<file path="config.mk">
export PLATFORM = sky130hd
export DESIGN_NAME = serial_frame_deframer_unit
export DESIGN_NICKNAME = d
export VERILOG_FILES = /design/src/rtl/core/sfd_pkg.sv /design/src/rtl/core/serial_frame_deframer_unit.sv
export VERILOG_INCLUDE_DIRS = /design/src /design/src/rtl/core
export SDC_FILE = /design/constraint.sdc
export NUM_CORES = 1
export LEC_CHECK = 0
export BUFFER_PORTS_ARGS = -buffer_cell sky130_fd_sc_hd__buf_2
export CAP_MARGIN = 20
export CORE_MARGIN = 2
export CORE_UTILIZATION = 54
export CTS_BUF_LIST = sky130_fd_sc_hd__clkbuf_2 sky130_fd_sc_hd__clkbuf_4 sky130_fd_sc_hd__clkbuf_8
export DETAILED_ROUTE_END_ITERATION = 16
export PLACE_DENSITY_LB_ADDON = 0.08
export REMOVE_ABC_BUFFERS = 1
export SYNTH_ARGS = -nofsm -noshare
export SYNTH_HDL_FRONTEND = slang
export SYNTH_SLANG_ARGS = --single-unit
</file>
<file path="constraint.sdc">
create_clock -name clk_i -period 5.2 [get_ports clk_i]
set_clock_uncertainty 0.2 [all_clocks]
set_input_delay 0.26 -clock clk_i [delete_from_list [all_inputs] [get_ports clk_i]]
set_output_delay 0.26 -clock clk_i [all_outputs]
set_load 0.005 [all_outputs]
</file>
<file path="src/rtl/core/serial_frame_deframer_unit_assert.svh">
// Assertion macros used by the deframer RTL.
`ifndef SERIAL_FRAME_DEFRAMER_UNIT_ASSERT_SVH
`define SERIAL_FRAME_DEFRAMER_UNIT_ASSERT_SVH
`ifndef SYNTHESIS
// Check an implication on every rising edge outside reset.
`define SFD_ASSERT(lbl, clk, rst_n, prop) \
  lbl: assert property (@(posedge clk) disable iff (!rst_n) prop) \
    else $error("deframer assertion failed");
// Check that a condition never holds outside reset.
`define SFD_ASSERT_NEVER(lbl, clk, rst_n, cond) \
  lbl: assert property (@(posedge clk) disable iff (!rst_n) !(cond)) \
    else $error("deframer forbidden condition seen");
`else
`define SFD_ASSERT(lbl, clk, rst_n, prop)
`define SFD_ASSERT_NEVER(lbl, clk, rst_n, cond)
`endif
`endif

</file>
<file path="src/rtl/core/sfd_pkg.sv">
// Constants, types and command decode for the serial frame deframer.
package sfd_pkg;

  localparam logic [7:0] SYNC_FIRST  = 8'hAA;
  localparam logic [7:0] SYNC_SECOND = 8'h55;
  localparam int unsigned PayloadMax = 5;
  localparam int unsigned EndLen     = 4;

  localparam logic [7:0] END_MARKER [EndLen] = '{8'hCC, 8'h33, 8'hC3, 8'h3C};

  // Result status codes
  localparam logic FRAME_DONE  = 1'b0;
  localparam logic FRAME_ABORT = 1'b1;

  typedef struct packed {
    logic       known;
    logic [2:0] len;
  } cmd_info_t;

  // Map a command byte to its payload length.
  function automatic cmd_info_t cmd_decode(input logic [7:0] cmd);
    cmd_info_t info;
    info.known = 1'b1;
    info.len   = 3'd0;
    case (cmd)
      8'h00: info.len = 3'd3;
      8'h02, 8'h07, 8'h14: info.len = 3'd2;
      8'h08: info.len = 3'd5;
      8'h01, 8'h03, 8'h04, 8'h05, 8'h09, 8'h0A, 8'h12, 8'h13: info.len = 3'd1;
      default: info.known = 1'b0;
    endcase
    return info;
  endfunction

endpackage

</file>
<file path="src/rtl/core/serial_frame_deframer_unit.sv">
// Serial frame deframer: byte-wide parser with a registered result stage.
//
//  channel | direction | handshake               | payload
//  --------+-----------+-------------------------+-------------------------------
//  in      | input     | in_valid_i / in_stall_o  | rx_byte_i
//  out     | output    | out_valid_o / out_stall_i| frame_status_o .. checksum_ok_o
//
// One byte per cycle while the input is not stalled: the parser state steps once for each accepted item and
// a finished frame lands in the result register in the cycle after its checksum is accepted.
// The input stalls only while a held result is itself stalled at the output.
// Asynchronous active-low reset puts the parser in sync hunting with no
// result pending.
`include "serial_frame_deframer_unit_assert.svh"
module serial_frame_deframer_unit (
  input  logic       clk_i,
  input  logic       rst_ni,
  input  logic       in_valid_i,
  output logic       in_stall_o,
  input  logic [7:0] rx_byte_i,
  output logic       out_valid_o,
  input  logic       out_stall_i,
  output logic       frame_status_o,
  output logic [7:0] sender_id_o,
  output logic [7:0] command_code_o,
  output logic [2:0] payload_len_o,
  output logic [7:0] payload_b0_o,
  output logic [7:0] payload_b1_o,
  output logic [7:0] payload_b2_o,
  output logic [7:0] payload_b3_o,
  output logic [7:0] payload_b4_o,
  output logic       end_marker_ok_o,
  output logic       checksum_ok_o
);
  import sfd_pkg::*;

  typedef enum logic [2:0] {
    PH_HUNT1   = 3'd0,
    PH_HUNT2   = 3'd1,
    PH_SENDER  = 3'd2,
    PH_CMD     = 3'd3,
    PH_PAYLOAD = 3'd4,
    PH_END     = 3'd5,
    PH_CHECK   = 3'd6
  } phase_e;

  phase_e     phase_q, phase_d;
  logic [7:0] xor_q, xor_d;
  logic [7:0] sender_q, sender_d;
  logic [7:0] command_q, command_d;
  logic [7:0] pl_q [PayloadMax];
  logic [7:0] pl_d [PayloadMax];
  logic [2:0] idx_q, idx_d;
  logic [2:0] exp_len_q, exp_len_d;
  logic       end_ok_q, end_ok_d;

  logic       out_valid_q;
  logic       status_q, status_d;
  logic [7:0] res_sender_q, res_command_q;
  logic [2:0] res_len_q, res_len_d;
  logic [7:0] res_pl_q [PayloadMax];
  logic [7:0] res_pl_d [PayloadMax];
  logic       res_end_ok_q, res_end_ok_d;
  logic       res_chk_ok_q, res_chk_ok_d;

  logic       accept;
  logic       emit;
  logic [2:0] idx_inc;
  cmd_info_t  info;

  // Stall input only while a held result cannot leave
  assign in_stall_o = out_valid_q & out_stall_i;
  assign accept     = in_valid_i & ~in_stall_o;
  assign idx_inc    = idx_q + 3'd1;
  assign info       = cmd_decode(rx_byte_i);

  // Parser step for one accepted item
  always_comb begin
    phase_d      = phase_q;
    xor_d        = xor_q;
    sender_d     = sender_q;
    command_d    = command_q;
    pl_d         = pl_q;
    idx_d        = idx_q;
    exp_len_d    = exp_len_q;
    end_ok_d     = end_ok_q;
    emit         = 1'b0;
    status_d     = FRAME_DONE;
    res_len_d    = 3'd0;
    res_end_ok_d = 1'b0;
    res_chk_ok_d = 1'b0;
    for (int i = 0; i < PayloadMax; i++) begin
      res_pl_d[i] = 8'h00;
    end
    case (phase_q)
      PH_HUNT2: begin
        if (rx_byte_i == SYNC_SECOND) begin
          xor_d   = SYNC_FIRST ^ SYNC_SECOND;
          phase_d = PH_SENDER;
        end else begin
          phase_d = PH_HUNT1;
        end
      end
      PH_SENDER: begin
        sender_d = rx_byte_i;
        xor_d    = xor_q ^ rx_byte_i;
        phase_d  = PH_CMD;
      end
      PH_CMD: begin
        command_d = rx_byte_i;
        xor_d     = xor_q ^ rx_byte_i;
        if (!info.known) begin
          // Abort the frame with an error result
          emit     = 1'b1;
          status_d = FRAME_ABORT;
          phase_d  = PH_HUNT1;
        end else begin
          for (int i = 0; i < PayloadMax; i++) begin
            pl_d[i] = 8'h00;
          end
          exp_len_d = info.len;
          idx_d     = 3'd0;
          end_ok_d  = 1'b1;
          phase_d   = (info.len == 3'd0) ? PH_END : PH_PAYLOAD;
        end
      end
      PH_PAYLOAD: begin
        for (int i = 0; i < PayloadMax; i++) begin
          if (idx_q == 3'(i)) begin
            pl_d[i] = rx_byte_i;
          end
        end
        xor_d = xor_q ^ rx_byte_i;
        idx_d = idx_inc;
        if (idx_inc >= exp_len_q) begin
          idx_d   = 3'd0;
          phase_d = PH_END;
        end
      end
      PH_END: begin
        if (rx_byte_i != END_MARKER[idx_q[1:0]]) begin
          end_ok_d = 1'b0;
        end
        xor_d = xor_q ^ rx_byte_i;
        idx_d = idx_inc;
        if (idx_inc >= 3'(EndLen)) begin
          idx_d   = 3'd0;
          phase_d = PH_CHECK;
        end
      end
      PH_CHECK: begin
        emit         = 1'b1;
        res_len_d    = exp_len_q;
        res_end_ok_d = end_ok_q;
        res_chk_ok_d = (rx_byte_i == xor_q);
        for (int i = 0; i < PayloadMax; i++) begin
          res_pl_d[i] = (3'(i) < exp_len_q) ? pl_q[i] : 8'h00;
        end
        phase_d = PH_HUNT1;
      end
      default: begin
        phase_d = (rx_byte_i == SYNC_FIRST) ? PH_HUNT2 : PH_HUNT1;
      end
    endcase
  end

  // Hold parser state; advance on each accepted item
  always_ff @(posedge clk_i or negedge rst_ni) begin
    if (!rst_ni) begin
      phase_q   <= PH_HUNT1;
      xor_q     <= 8'h00;
      sender_q  <= 8'h00;
      command_q <= 8'h00;
      idx_q     <= 3'd0;
      exp_len_q <= 3'd0;
      end_ok_q  <= 1'b1;
    end else if (accept) begin
      phase_q   <= phase_d;
      xor_q     <= xor_d;
      sender_q  <= sender_d;
      command_q <= command_d;
      idx_q     <= idx_d;
      exp_len_q <= exp_len_d;
      end_ok_q  <= end_ok_d;
    end
  end

  // Payload store
  always_ff @(posedge clk_i) begin
    if (accept) begin
      pl_q <= pl_d;
    end
  end

  // Result valid: set on emit, drop when taken
  always_ff @(posedge clk_i or negedge rst_ni) begin
    if (!rst_ni) begin
      out_valid_q <= 1'b0;
    end else if (accept && emit) begin
      out_valid_q <= 1'b1;
    end else if (!out_stall_i) begin
      out_valid_q <= 1'b0;
    end
  end

  // Result payload
  always_ff @(posedge clk_i) begin
    if (accept && emit) begin
      status_q      <= status_d;
      res_sender_q  <= sender_d;
      res_command_q <= command_d;
      res_len_q     <= res_len_d;
      res_pl_q      <= res_pl_d;
      res_end_ok_q  <= res_end_ok_d;
      res_chk_ok_q  <= res_chk_ok_d;
    end
  end

  assign out_valid_o     = out_valid_q;
  assign frame_status_o  = status_q;
  assign sender_id_o     = res_sender_q;
  assign command_code_o  = res_command_q;
  assign payload_len_o   = res_len_q;
  assign payload_b0_o    = res_pl_q[0];
  assign payload_b1_o    = res_pl_q[1];
  assign payload_b2_o    = res_pl_q[2];
  assign payload_b3_o    = res_pl_q[3];
  assign payload_b4_o    = res_pl_q[4];
  assign end_marker_ok_o = res_end_ok_q;
  assign checksum_ok_o   = res_chk_ok_q;

  `SFD_ASSERT(a_check_emits, clk_i, rst_ni, (accept && phase_q == PH_CHECK) |=> out_valid_q)
  `SFD_ASSERT(a_abort_clean, clk_i, rst_ni, (out_valid_q && status_q == FRAME_ABORT) |-> (res_len_q == 3'd0 && !res_end_ok_q && !res_chk_ok_q))
  `SFD_ASSERT(a_len_range, clk_i, rst_ni, out_valid_q |-> (res_len_q <= 3'(PayloadMax)))
  `SFD_ASSERT_NEVER(a_end_idx, clk_i, rst_ni, phase_q == PH_END && idx_q >= 3'(EndLen))

endmodule

</file>
==> impl_metrics.csv, run 1 <==
group,metric,value,unit
critical_path,path_class,"reg -> reg",
sta,min_period_over_period,61.4,%
finish,mostFrequentLayoutCell,"sky130_fd_sc_hd__edfxtp_1",
synth,synth_top_family_by_area,"simple AND/OR/NAND/NOR gates",
worst_hold_path,timing.hold.worst.class,"in -> reg",
synth,synth-simple-area-share,14.6,%
synth,async_flop_share,25.5,%
synth,synthAdderAreaFrac,1.71,%
synth,yosysWarnings,0,
sta,slew_headroom,43.8,%
detailed_routing,antenna_left,0,
floorplan,die_area,11700,um2
grt,grt_pass1_wl,17600,um
synth,synthesis.area,5860,um2
sta,fin_ws,2.01,ns
sta,setup-violations-final,0,
finish,design_area,6790,um2
synth,netlist-cell-type-count,66,
pwr,vdd.ir_drop.worst,0.229,mV
sta,fin_tns_setup,0,ns
critical_path,worstReg2RegStart,"phase_q[0]$_DFFE_PN0P_",
critical_path,crit_buf_inv,2,
synth,part_of_the_yosys_area_used_for_sequential_elements,67.2,%
critical_path,startpoint_type,"flip-flop",
critical_path,worstSetupPathDepth,5,
finish,finish.net_count,513,
sta,finalHoldViolCount,0,
critical_path,worst_path_dominant_cell_family,"compound AO/OA/AOI/OAI gates",
critical_path,setup.worst_path.start,"phase_q[0]$_DFFE_PN0P_",
detailed_routing,vias_per_cell,5.30,
place,number_of_buffers_added_on_ports,75,
critical_path,crit_path_max_incr_delay,0.69,ns
clocking,htree_levels,4,
grt,grtUsageTotal,20.8,%
clocking,cts_inserted_buffers,17,
finish,antenna_cells_inserted,0,
synth,yosys.area.top_type,"sky130_fd_sc_hd__edfxtp_1",
sta,fin_hold_ws,0.109,ns
synth,postSynthAreaPerCell,14.2,um2
floorplan,die_height,108,um
floorplan,die_w,108,um
place,place.gp.congestion,0.870,
floorplan,initial_core_util,54.8,%
synth,xor_and_xnor_fraction_of_the_mapped_netlist_area,0.277,%
clocking,cts_tree,"yes",
detailed_routing,route.detailed.drc,0,
critical_path,end_kind,"flip-flop",
clocking,cts.clk_slew.worst_paths,0.08,ns
finish,synthToLayoutAreaGrowth,15.8,%
clocking,cts_hold_buf,2,
status,run_status,"finished clean",
grt,grt_start_max_net_pins,41,
pwr,total_power_density_per_cell_area,367,nW/um2
finish,fillers,830,
clocking,post-cts-setup-buffer-count,0,
synth,synthDominantCellAreaShare,52.2,%
clocking,cts-root-to-sink-buffers,2,
synth,synth_compound_gate_area_share,8.17,%
critical_path,rr_endpoint,"payload_b3_o[5]$_SDFFCE_PN0P_",
floorplan,placement_rows,38,
floorplan,core-area,10700,um2
critical_path,crit_chain,"nand3b_2 -> inv_1 -> nand3_1 -> a21oi_4 -> buf_4",
sta,fmax,313,MHz
detailed_routing,wirelength,11100,um
sta,timing_worst_slew_pin_value,0.843,ns
critical_path,critPathCapture,"payload_b3_o[5]$_SDFFCE_PN0P_",
place,detailed_place_hpwl,7570,um
critical_path,r2r_setup_slack,2.01,ns
clocking,clock_sinks,137,
synth,post_synth_inst_count,413,
sta,fin_crit,3.19,ns
critical_path,critPathArrivalTime,3.07,ns
detailed_routing,drt_iter0_markers,252,
sta,slew_viols_final,0,
grt,number_of_global_route_vias_before_repair,3244,
synth,multiplexer_fraction_of_the_synthesized_cell_area,5.46,%
pwr,cellLeakagePower,0.00271,uW
finish,layout_common_cells,"sky130_fd_sc_hd__edfxtp_1, sky130_fd_sc_hd__buf_2, sky130_fd_sc_hd__and2_1",
grt,grt_antenna_before_repair,0,
grt,global_route.overflow_total,0,
sta,setup_repair_after_global_routing_missed_its_margin,"false",
floorplan,boundaryPins,76,
synth,synth.ff_latch_count,137,
place,placement.cell_area,6340,um2
clocking,worst_skew_pair.late_latency,0.44,ns
job,maxCapViolations,0,
synth,synth_edf_count,102,
clocking,post_cts_resized,0,
synth,synthFlopType,"sky130_fd_sc_hd__edfxtp_1",
synth,cell_types_with_the_largest_area_share_after_synthesis,"sky130_fd_sc_hd__edfxtp_1, sky130_fd_sc_hd__dfrtp_1, sky130_fd_sc_hd__and2_1",
detailed_routing,routed-via-count,3427,
finish,post_route_cells_drive_above_1_share,30.0,%
clocking,root_buffer_cell,"sky130_fd_sc_hd__clkbuf_8",
critical_path,critical_path_required,5.08,ns
critical_path,timing.critical_path.fanout_max,40,
place,post_place_worst_slack,1.94,ns
pwr,design_power_total,2490,uW
critical_path,r2r_cells,5,
detailed_routing,wire_per_inst,17.2,um
worst_hold_path,holdPathStages,3,
critical_path,critical_path.slowest_cell,"sky130_fd_sc_hd__a21oi_4",
detailed_routing,drt_pre_antenna_iters,5,
synth_stat cells (2+ instances only):
master and count:
sky130_fd_sc_hd__nor3b_1 2, sky130_fd_sc_hd__nand2b_1 2, sky130_fd_sc_hd__or3_1 2, sky130_fd_sc_hd__o22a_1 9
sky130_fd_sc_hd__a31oi_1 2, sky130_fd_sc_hd__nor2_1 19, sky130_fd_sc_hd__inv_1 12, sky130_fd_sc_hd__buf_2 8
sky130_fd_sc_hd__nand3_1 4, sky130_fd_sc_hd__nor3_4 2, sky130_fd_sc_hd__nand2_1 31, sky130_fd_sc_hd__ha_1 8
sky130_fd_sc_hd__mux2_4 2, sky130_fd_sc_hd__edfxtp_1 102, sky130_fd_sc_hd__nor2b_1 10, sky130_fd_sc_hd__mux2_1 3
sky130_fd_sc_hd__o31ai_1 2, sky130_fd_sc_hd__o211ai_1 3, sky130_fd_sc_hd__a21boi_0 2, sky130_fd_sc_hd__o21ai_0 5
sky130_fd_sc_hd__mux2_2 21, sky130_fd_sc_hd__clkbuf_1 6, sky130_fd_sc_hd__o22ai_1 3, sky130_fd_sc_hd__and2_1 52
sky130_fd_sc_hd__o221ai_1 2, sky130_fd_sc_hd__a21o_1 4, sky130_fd_sc_hd__nand4b_1 2, sky130_fd_sc_hd__buf_6 3
sky130_fd_sc_hd__a21oi_1 17, sky130_fd_sc_hd__dfrtp_1 34, sky130_fd_sc_hd__mux2i_1 2, sky130_fd_sc_hd__and3_1 3
final cells by class:
type | count | area, um2 | share of cell area [%]
multi-input cells | 245 | 1790 | 26.3
clock inverters | 15 | 194 | 2.86
inverters | 12 | 45.0 | 0.663
flip-flops and latches | 137 | 3940 | 58.0
well taps | 140 | 175 | 2.58
repair buffers | 80 | 418 | 6.15
clock buffers | 17 | 234 | 3.45
kinds of logic (layout without fill, tap and decap cells):
family / Yosys count / after routing
simple gates: 144 / 144
flops: 137 / 137
compound gates: 64 / 64
buf+inv: 31 / 124
mux: 28 / 28
fa+ha+maj: 8 / 8
xor+xnor: 1 / 1
layer usage:
| layer | global-route usage (%) | routed length (um) | vias up |
|---|---|---|---|
| li1 | - | - | 1679 |
| met5 | 0 | 0 | - |
| met3 | 5.42 | 498 | 22 |
| met4 | 9.52 | 260 | 0 |
| met1 | 26.6 | 4650 | 1628 |
| met2 | 33.6 | 5700 | 98 |
stage by stage:
| step | instances | util, % |
|---|---|---|
| floorplan | 394 | - |
| global placement | 612 | 59.3 |
| detailed placement | 612 | 59.3 |
| CTS | 646 | 63.5 |
| global route | 646 | 63.5 |
| finish | 646 | 63.5 |
how the worst min path moves through the flow:
stage | startpoint | to | slack [ns]
after floorplan | rst_ni | command_q[0]$_DFFE_PN0P_ | -0.24
after global placement | rst_ni | sender_q[5]$_DFFE_PN0P_ | 0.21
after detailed placement | rst_ni | sender_q[5]$_DFFE_PN0P_ | 0.21
after CTS | out_stall_i | out_valid_o$_DFFE_PN0P_ | 0.09
after global routing | out_stall_i | out_valid_o$_DFFE_PN0P_ | 0.08
final | out_stall_i | out_valid_o$_DFFE_PN0P_ | 0.11
worst min-delay path: cells and delay by family:
family                 cells  cell delay [ns]
and+or+nand+nor            1             0.19
AOI/OAI and AO/OA          1             0.14
buffers and inverters      1             0.11
state kept, by name (all words and copies together) (netlist names):
signal           count
pl_q                40
command_code_o       8
command_q            8
payload_b0_o         8
payload_b1_o         8
payload_b2_o         8
payload_b3_o         8
payload_b4_o         8
sender_id_o          8
sender_q             8
xor_q                8
exp_len_q            3
idx_q                3
payload_len_o        3
phase_q              3
checksum_ok_o        1
end_marker_ok_o      1
end_ok_q             1
frame_status_o       1
out_valid_o          1
power by group:
| group | internal (uW) | switching, uW | total (uW) |
|---|---|---|---|
| logic | 137 | 139 | 277 |
| registers | 1250 | 46.4 | 1300 |
| clock network | 486 | 433 | 918 |
| total | 1870 | 618 | 2490 |
No activity file was read; power rests on OpenSTA's default activity.
==> run 2, diff against run 1 <==
CORE_UTILIZATION = 55   (was 54)
clock period = 3.1 ns   (was 5.2 ns; I/O delays follow)
==> impl_metrics.csv, run 2 (synthesis results as in run 1) <==
group,metric,value,unit
status,run_status,"finished clean",
detailed_routing,antenna_left,0,
critical_path,r2r_cells,5,
finish,largest_register_ff_count,40,
sta,setup_repair_after_global_routing_missed_its_margin,"false",
finish,mostFrequentLayoutCell,"sky130_fd_sc_hd__edfxtp_1",
finish,design_area,6810,um2
critical_path,rr_endpoint,"sender_id_o[3]$_DFFE_PP_",
grt,grt_pass1_wl,17600,um
finish,top_register,"pl_q",
critical_path,setup.worst_path.start,"phase_q[0]$_DFFE_PN0P_",
grt,grt_start_max_net_pins,56,
floorplan,die_area,11500,um2
critical_path,r2r_setup_slack,0.49,ns
floorplan,placement_rows,37,
clocking,cts_inserted_buffers,17,
critical_path,startpoint_type,"flip-flop",
sta,setup-violations-final,0,
finish,finish.net_count,519,
grt,global_route.overflow_total,0,
pwr,total_power_density_per_cell_area,598,nW/um2
detailed_routing,route.detailed.drc,0,
worst_hold_path,timing.hold.worst.class,"in -> reg",
finish,fillers,769,
critical_path,critPathArrivalTime,2.52,ns
place,detailed_place_hpwl,7200,um
detailed_routing,vias_per_cell,5.31,
clocking,cts.clk_slew.worst_paths,0.08,ns
critical_path,critical_path_required,3.01,ns
sta,fin_crit,2.61,ns
place,place.gp.congestion,0.859,
critical_path,timing.critical_path.fanout_max,55,
pwr,design_power_total,4070,uW
clocking,cts-root-to-sink-buffers,2,
pwr,cellLeakagePower,0.00273,uW
place,placement.cell_area,6390,um2
floorplan,die_height,107,um
critical_path,end_kind,"flip-flop",
place,number_of_buffers_added_on_ports,75,
clocking,htree_levels,4,
sta,min_period_over_period,84.3,%
finish,synthToLayoutAreaGrowth,16.2,%
detailed_routing,drt_iter0_markers,192,
floorplan,boundaryPins,76,
job,maxCapViolations,0,
worst_hold_path,min-delay-start,"rx_byte_i[6]",
critical_path,worstReg2RegStart,"phase_q[0]$_DFFE_PN0P_",
worst_hold_path,holdPathStages,4,
detailed_routing,routed-via-count,3435,
grt,grt_antenna_before_repair,0,
detailed_routing,drt_pre_antenna_iters,4,
finish,post_route_cells_drive_above_1_share,30.1,%
finish,antenna_cells_inserted,0,
sta,slew_viols_final,0,
grt,grtUsageTotal,21.0,%
floorplan,initial_core_util,56.8,%
clocking,cts_tree,"yes",
critical_path,path_class,"reg -> reg",
sta,fin_hold_ws,0.0410,ns
pwr,vdd.ir_drop.worst,0.400,mV
detailed_routing,wirelength,10800,um
clocking,clock_sinks,137,
grt,number_of_global_route_vias_before_repair,3382,
sta,timing_worst_slew_pin_value,0.843,ns
floorplan,core-area,10300,um2
detailed_routing,wire_per_inst,16.6,um
worst_hold_path,worstHoldEndpoint,"exp_len_q[2]$_DFFE_PN0P_",
finish,layout_common_cells,"sky130_fd_sc_hd__edfxtp_1, sky130_fd_sc_hd__buf_2, sky130_fd_sc_hd__and2_1",
sta,fmax,383,MHz
finish,utilization_after_layout,66.0,%
floorplan,die_w,107,um
clocking,worst_skew_pair.late_latency,0.43,ns
clocking,root_buffer_cell,"sky130_fd_sc_hd__clkbuf_8",
sta,slew_headroom,43.8,%
sta,finalHoldViolCount,0,
run 2: cell type report:
| type | instances | area [um2] | share of cell area (%) |
|---|---|---|---|
| inverter | 12 | 45.0 | 0.661 |
| timing repair buffer | 86 | 478 | 7.02 |
| clock inverter | 13 | 151 | 2.22 |
| sequential | 137 | 3940 | 57.8 |
| clock buffer | 18 | 241 | 3.55 |
| multi-input combinational | 245 | 1790 | 26.2 |
| tap | 136 | 170 | 2.50 |
run 2: how the worst max path moves through the flow:
stage	end	slack, ns	cells past startpoint
floorplan	checksum_ok_o$_SDFFCE_PN0P_	-1.78	4
global placement	payload_b1_o[1]$_SDFFCE_PN0P_	0.59	5
detailed placement	payload_b1_o[6]$_SDFFCE_PN0P_	0.52	5
CTS	payload_b2_o[3]$_SDFFCE_PN0P_	0.50	5
global route	payload_b2_o[3]$_SDFFCE_PN0P_	0.30	5
finish	sender_id_o[3]$_DFFE_PP_	0.49	5
run 2: critical path, stage by stage, from the launching register on:
cell	delay (ns)
sky130_fd_sc_hd__dfrtp_1	0.66
sky130_fd_sc_hd__nand3b_2	0.41
sky130_fd_sc_hd__inv_1	0.13
sky130_fd_sc_hd__nand3_1	0.16
sky130_fd_sc_hd__a21oi_4	0.37
sky130_fd_sc_hd__buf_12	0.30
run 2: through the flow:
step,setup TNS [ns],worst slack [ns],cells
2_1_floorplan,-110.17,-1.78,394
3_5_place_dp,0,0.517,613
6_report,0,0.487,647
5_1_grt,0,0.302,647
4_1_cts,0,0.498,647
3_3_place_gp,0,0.591,613
run 2: layer usage:
metal | GRT usage (%) | part of all wire [%] | wire length [um] | up-vias
met5 | 0 | 0 | 0 | -
li1 | - | - | - | 1689
met4 | 9.28 | 1.8 | 194 | 0
met1 | 26.8 | 44 | 4730 | 1639
met3 | 5.81 | 4.3 | 458 | 18
met2 | 33.5 | 50 | 5380 | 89
run 2: repair_timing:
| action | 4_1_cts | 5_1_grt |
|---|---|---|
| hold buffers | 3 | 0 |
| hold endpoints to repair | 35 | 0 |
| setup buffers | 0 | 0 |
| endpoints found under the setup margin | 0 | 0 |
| resized for setup | 0 | 0 |
run 2: power by group:
part | switching (uW) | internal, uW | total, uW
registers | 77.0 | 2100 | 2170
clock network | 650 | 794 | 1440
logic | 225 | 230 | 455
total | 952 | 3120 | 4070
